<file path="src/pidaw_pkg.sv">
`timescale 1ns / 1ps

package pidaw_pkg;

   localparam int ADDR_W    = 5;
   localparam int OPA_W     = 48;
   localparam int PROD_W    = 80;
   localparam int DIV_STEPS = 48;
   localparam int CNT_W     = 6;

   localparam logic [1:0] KIND_COMPUTE = 2'd0;
   localparam logic [1:0] KIND_CLEAR   = 2'd1;
   localparam logic [1:0] KIND_RECLAMP = 2'd2;

   localparam logic [2:0] REG_GAIN_P     = 3'd0;
   localparam logic [2:0] REG_GAIN_I     = 3'd1;
   localparam logic [2:0] REG_GAIN_D     = 3'd2;
   localparam logic [2:0] REG_LIMIT_LOW  = 3'd3;
   localparam logic [2:0] REG_LIMIT_HIGH = 3'd4;

   localparam logic signed [31:0] LIMIT_LOW_RESET  = 32'shFF00_0000;
   localparam logic signed [31:0] LIMIT_HIGH_RESET = 32'sh0100_0000;

   localparam logic signed [47:0] ACC_MAX = 48'sh7FFF_FFFF_FFFF;
   localparam logic signed [47:0] ACC_MIN = 48'sh8000_0000_0000;
   localparam logic signed [63:0] SUM_MAX = 64'sh7FFF_FFFF_FFFF_FFFF;
   localparam logic signed [63:0] SUM_MIN = 64'sh8000_0000_0000_0000;

   typedef struct packed {
      logic [1:0]         kind;
      logic signed [31:0] target;
      logic signed [31:0] measured;
      logic [31:0]        time_step;
   } req_type;

   typedef struct packed {
      logic signed [31:0] drive;
      logic               clamped;
      logic               bad_step;
   } rsp_type;

   typedef enum logic {
      OP_MUL,
      OP_DIV
   } unit_op_type;

   typedef struct packed {
      logic        start;
      unit_op_type op;
   } unit_cmd_type;

   typedef struct packed {
      logic busy;
      logic done;
   } unit_stat_type;

endpackage

</file>
<file path="src/pidaw_muldiv.sv">
`timescale 1ns / 1ps

module pidaw_muldiv (
   input  logic                           clock,
   input  logic                           reset,
   input  pidaw_pkg::unit_cmd_type        cmd,
   input  logic [pidaw_pkg::OPA_W-1:0]    a_mag,
   input  logic [31:0]                    b_mag,
   output pidaw_pkg::unit_stat_type       stat,
   output logic [pidaw_pkg::PROD_W-1:0]   result
);
   import pidaw_pkg::*;

   logic              busy_ff, busy_in;
   logic              done_ff, done_in;
   unit_op_type       op_ff, op_in;
   logic [CNT_W-1:0]  cnt_ff, cnt_in;
   logic [OPA_W-1:0]  a_ff, a_in;
   logic [31:0]       b_ff, b_in;
   logic [63:0]       prod_ff, prod_in;
   logic [PROD_W-1:0] res_ff, res_in;
   logic [31:0]       rem_ff, rem_in;

   logic [31:0]       mul_a;
   logic [63:0]       mul_p;
   logic [33:0]       trial;
   logic              take;

   // product in two partial products: low 32 bits of a, then the upper 16
   assign mul_a = (cnt_ff == '0) ? a_ff[31:0] : {16'd0, a_ff[OPA_W-1:32]};
   assign mul_p = 64'(mul_a) * 64'(b_ff);

   // restoring division, one quotient bit per cycle, dividend shifted out of a_ff
   assign trial = {1'b0, rem_ff, a_ff[OPA_W-1]} - {2'b00, b_ff};
   assign take  = ~trial[33];

   always_comb begin
      busy_in = busy_ff;
      done_in = 1'b0;
      op_in   = op_ff;
      cnt_in  = cnt_ff;
      a_in    = a_ff;
      b_in    = b_ff;
      prod_in = prod_ff;
      res_in  = res_ff;
      rem_in  = rem_ff;
      if (!busy_ff) begin
         if (cmd.start) begin
            busy_in = 1'b1;
            op_in   = cmd.op;
            cnt_in  = '0;
            a_in    = a_mag;
            b_in    = b_mag;
            rem_in  = '0;
         end
      end else begin
         unique case (op_ff)
            OP_MUL: begin
               if (cnt_ff == '0) begin
                  prod_in = mul_p;
                  cnt_in  = CNT_W'(1);
               end else if (cnt_ff == CNT_W'(1)) begin
                  res_in  = {16'd0, prod_ff};
                  prod_in = mul_p;
                  cnt_in  = CNT_W'(2);
               end else begin
                  res_in  = res_ff + {prod_ff[47:0], 32'd0};
                  busy_in = 1'b0;
                  done_in = 1'b1;
               end
            end
            OP_DIV: begin
               a_in   = {a_ff[OPA_W-2:0], take};
               rem_in = take ? trial[31:0] : {rem_ff[30:0], a_ff[OPA_W-1]};
               cnt_in = cnt_ff + CNT_W'(1);
               if (cnt_ff == CNT_W'(DIV_STEPS - 1)) begin
                  res_in  = {32'd0, a_ff[OPA_W-2:0], take};
                  busy_in = 1'b0;
                  done_in = 1'b1;
               end
            end
         endcase
      end
   end

   always_ff @(posedge clock) begin
      if (reset) begin
         busy_ff <= 1'b0;
         done_ff <= 1'b0;
      end else begin
         busy_ff <= busy_in;
         done_ff <= done_in;
      end
   end

   always_ff @(posedge clock) begin
      op_ff   <= op_in;
      cnt_ff  <= cnt_in;
      a_ff    <= a_in;
      b_ff    <= b_in;
      prod_ff <= prod_in;
      res_ff  <= res_in;
      rem_ff  <= rem_in;
   end

   assign stat   = '{busy: busy_ff, done: done_ff};
   assign result = res_ff;

endmodule

</file>
<file path="config.mk">
export PLATFORM = sky130hd
export DESIGN_NAME = pidaw_muldiv
export DESIGN_NICKNAME = d
export VERILOG_FILES = /design/src/pidaw_pkg.sv /design/src/pidaw_muldiv.sv
export SDC_FILE = /design/constraint.sdc
export NUM_CORES = 2
export LEC_CHECK = 0
export ABC_AREA = 1
export CAP_MARGIN = 10
export CORE_UTILIZATION = 45
export CTS_BUF_LIST = sky130_fd_sc_hd__clkbuf_4 sky130_fd_sc_hd__clkbuf_8 sky130_fd_sc_hd__clkbuf_16
export CTS_CLUSTER_DIAMETER = 150
export DETAILED_ROUTE_END_ITERATION = 7
export DONT_BUFFER_PORTS = 1
export PLACE_DENSITY_LB_ADDON = 0.1
export SLEW_MARGIN = 20
export SYNTH_ARGS = -nofsm -noshare
export SYNTH_HDL_FRONTEND = slang
export SYNTH_SLANG_ARGS = --single-unit
</file>
<file path="constraint.sdc">
create_clock -name clock -period 15.7 [get_ports clock]
set_clock_uncertainty 0.1 [all_clocks]
set_input_delay 0.785 -clock clock [delete_from_list [all_inputs] [get_ports clock]]
set_output_delay 0.785 -clock clock [all_outputs]
set_load 0.05 [all_outputs]
</file>
==> results.yml <==
outcome:
  status: "completed"
floorplanning:
  start_util_pct: 45.4
  die_area_um2: 115000
  io_pins: 166
  die_x_um: 339
  coreArea_um2: 112000
  die_h_um: 339
  rows: 123
critical_path:
  worstReg2RegStart: "cnt_ff[0]$_SDFFCE_PN0P_"
  max_stage_delay_ns: 1.07
  end_kind: "flop"
  critPathMaxFanout: 44
  ff2ff_path_depth: 29
  reg2reg_to: "prod_ff[50]$_DFFE_PP_"
  r2r_setup_slack_ns: 6.17
  crit_type: "flop to flop"
  worstPathArrival_ns: 9.76
  critPathRequiredTime_ns: 15.93
  cp-start-kind: "flop"
  cp_slowest_cell: "inv_1"
yosys:
  synthTopCellsByArea: "fa_1 (35%), edfxtp_1 (15%), nand2_1 (13%)"
  async_flop_share_pct: 0
  syn_area_um2: 51100
  synth_edf_count: 263
  synth_mux_area_share_pct: 0
  synth-seq-area-share_pct: 15.5
  yosysTopAreaCell: "fa_1"
  synth_compound_area_share_pct: 3.48
  synth_simple_gate_area_share_pct: 22.7
  synth_top_cell_area_share_pct: 35.2
  synth_warnings: 0
  synth_top_family_by_area: "adder cells"
  ys_seq_elements: 265
  synth.avg_cell_area_um2: 7.70
  synth_adder_area_share_pct: 43.7
  synthCells: 6636
  ys.flop_type: "edfxtp_1"
  ys_types: 44
  synth_xor_area_share_pct: 1.18
  syn-num-nets: 7963
timing:
  rsz0062_at_grt: "no"
  finalSetupViolCount: 0
  fin_ws_ns: 6.17
  fin_crit_ns: 9.53
  final.setup.tns_ns: 0
  maxSlewHeadroom_pct: 20.6
  finalCritPeriodShare_pct: 60.7
  hold_viol: 0
  tightest_slew_ns: 1.19
  timing.fmax_mhz: 105
  report.final.slew_viol_count: 0
clocking:
  post-cts-setup-buffers: 0
  cts_hold_buf: 0
  htree_levels: 2
  clk_pin_slew_ns: 0.06
  cts.sink_count: 265
  cts_tree: "yes"
  ctsLongestPathBuffers: 3
  cts_root_buf: "clkbuf_16"
  clkLatencyLatePin_ns: 0.60
  cts_made_buffers: 36
  cts_resized: 0
global_routing:
  antenna_found_initial: 3
  grt_util_all_layers_pct: 33.0
  grt_pass1_wl_um: 280000
  grt_pass1_vias: 43600
  grt_max_degree: 88
  grt_overflow: 0
placed_design:
  dpl_worst_slack_ns: 6.31
  gp_congestion: 0.985
  post-dp-hpwl_um: 154000
  io_buffers: 0
drt:
  antenna_left: 0
  first_iter_violations: 3360
  firstDrtPassIters: 6
  drt_wl_total_um: 188000
  drc_errors: 0
  wl_per_cell_um: 23.4
  vias: 42800
  vias_per_cell: 5.30
final_layout:
  nets: 7866
  drive_above_1_share_pct: 3.41
  seqCellArea_um2: 7940
  fillers: 11400
  syn_to_final_growth_pct: 5.53
  multiInputGateArea_um2: 36300
min_path:
  holdPathEnd: "done_ff$_SDFF_PP0_"
  min_path_cells: 1
  hold_start: "reset"
  hold_path.class: "primary input to flop"
job:
  drv_cap: 0
-- logic make-up (layout without fill, tap and decap cells) --
group                      Yosys count  in the layout
adders and majority gates         1243           1243
xor gates and xnor gates            69             69
other                                0              1
AOI/OAI and AO/OA                  323            323
and+or+nand+nor                   2940           2940
DFF                                265            265
buffers and inverters             1796           1724
-- registers in the layout, indices dropped and copies added, names as in the netlist --
| register | count |
|---|---|
| a_ff | 48 |
| b_ff | 32 |
| busy_ff | 1 |
| cnt_ff | 6 |
| done_ff | 1 |
| op_ff | 1 |
| prod_ff | 64 |
| rem_ff | 32 |
| result | 80 |
-- layout by cell type (no fill, tap or decap), types with 7 or more instances in the layout --
cell type and instances:
nand2_1 1796, inv_1 1536, fa_1 898, nor2_1 860, ha_1 345, edfxtp_1 263
nand3_1 173, a21oi_1 142, o21ai_0 125, buf_4 80, xor2_1 49, clkbuf_16 37
nand4_1 33, clkinv_1 23, inv_2 21, xnor2_1 20, nor2_2 18, nand3b_1 18
o21bai_1 14, o21ai_2 13, nor3_1 11, nand2_2 8, clkbuf_4 8, o211ai_1 7
-- cells in the mapped netlist, types with 6 or more instances --
cell and count:
buf_1 7, nand2_1 1797, nor2_2 17, o211ai_1 7, nand2_2 8, o21bai_1 14, clkinv_1 21, buf_4 7
edfxtp_1 263, xnor2_1 20, nand3_1 174, xor2_1 49, clkbuf_1 140, o21ai_1 6, fa_1 898, nor2_1 864
buf_2 59, nor3_1 11, inv_2 18, nand3b_1 18, ha_1 345, o21ai_0 129, inv_1 1540, nand4_1 33
a21oi_1 142
-- stage by stage --
step                hold WS (ns)  instance area [µm²]  cells  util, %
global route               0.147                53900   8064     47.9
finish                     0.156                53900   8065     47.9
global placement           0.486                52700   8000     46.8
floorplan                  0.435                51100   6636        -
CTS                        0.117                53900   8063     47.9
detailed placement         0.497                52700   8000     46.8
-- worst max path at each step --
stage,start,to,cells past startpoint
finish,cnt_ff[0]$_SDFFCE_PN0P_,prod_ff[50]$_DFFE_PP_,29
global route,cnt_ff[0]$_SDFFCE_PN0P_,prod_ff[62]$_DFFE_PP_,29
CTS,cnt_ff[0]$_SDFFCE_PN0P_,prod_ff[62]$_DFFE_PP_,29
detailed placement,cnt_ff[0]$_SDFFCE_PN0P_,prod_ff[62]$_DFFE_PP_,29
global placement,cnt_ff[0]$_SDFFCE_PN0P_,prod_ff[62]$_DFFE_PP_,29
floorplan,cnt_ff[0]$_SDFFCE_PN0P_,prod_ff[43]$_DFFE_PP_,30
-- metal layers --
metal | global-route usage (%) | vias up | part of all wire, %
met5 | 0 | - | 0.0069
met4 | 16.0 | 2 | 5.7
met3 | 5.17 | 424 | 7.8
met2 | 52.9 | 1892 | 46
met1 | 43.8 | 21200 | 41
li1 | - | 19300 | -
-- critical path, delay by kind of cell (launching register included) --
kind | cells | cell delay [ns]
adders and majority gates | 10 | 4.71
DFF | 1 | 0.45
buffers and inverters | 9 | 2.06
and+or+nand+nor | 10 | 1.91
-- layout make-up --
type / instances / share of cell area (%)
inverters: 1580 / 11.0
clock inverters: 18 / 0.374
flip-flops and latches: 265 / 14.7
diodes: 1 / 0.00464
clock buffers: 45 / 1.83
repair buffers: 81 / 1.17
well taps: 1500 / 3.48
multi-input cells: 4575 / 67.4
Power is left out: the tool's default activity adds up to more than one toggle a clock period on the data nets, which glitch-free logic cannot reach.
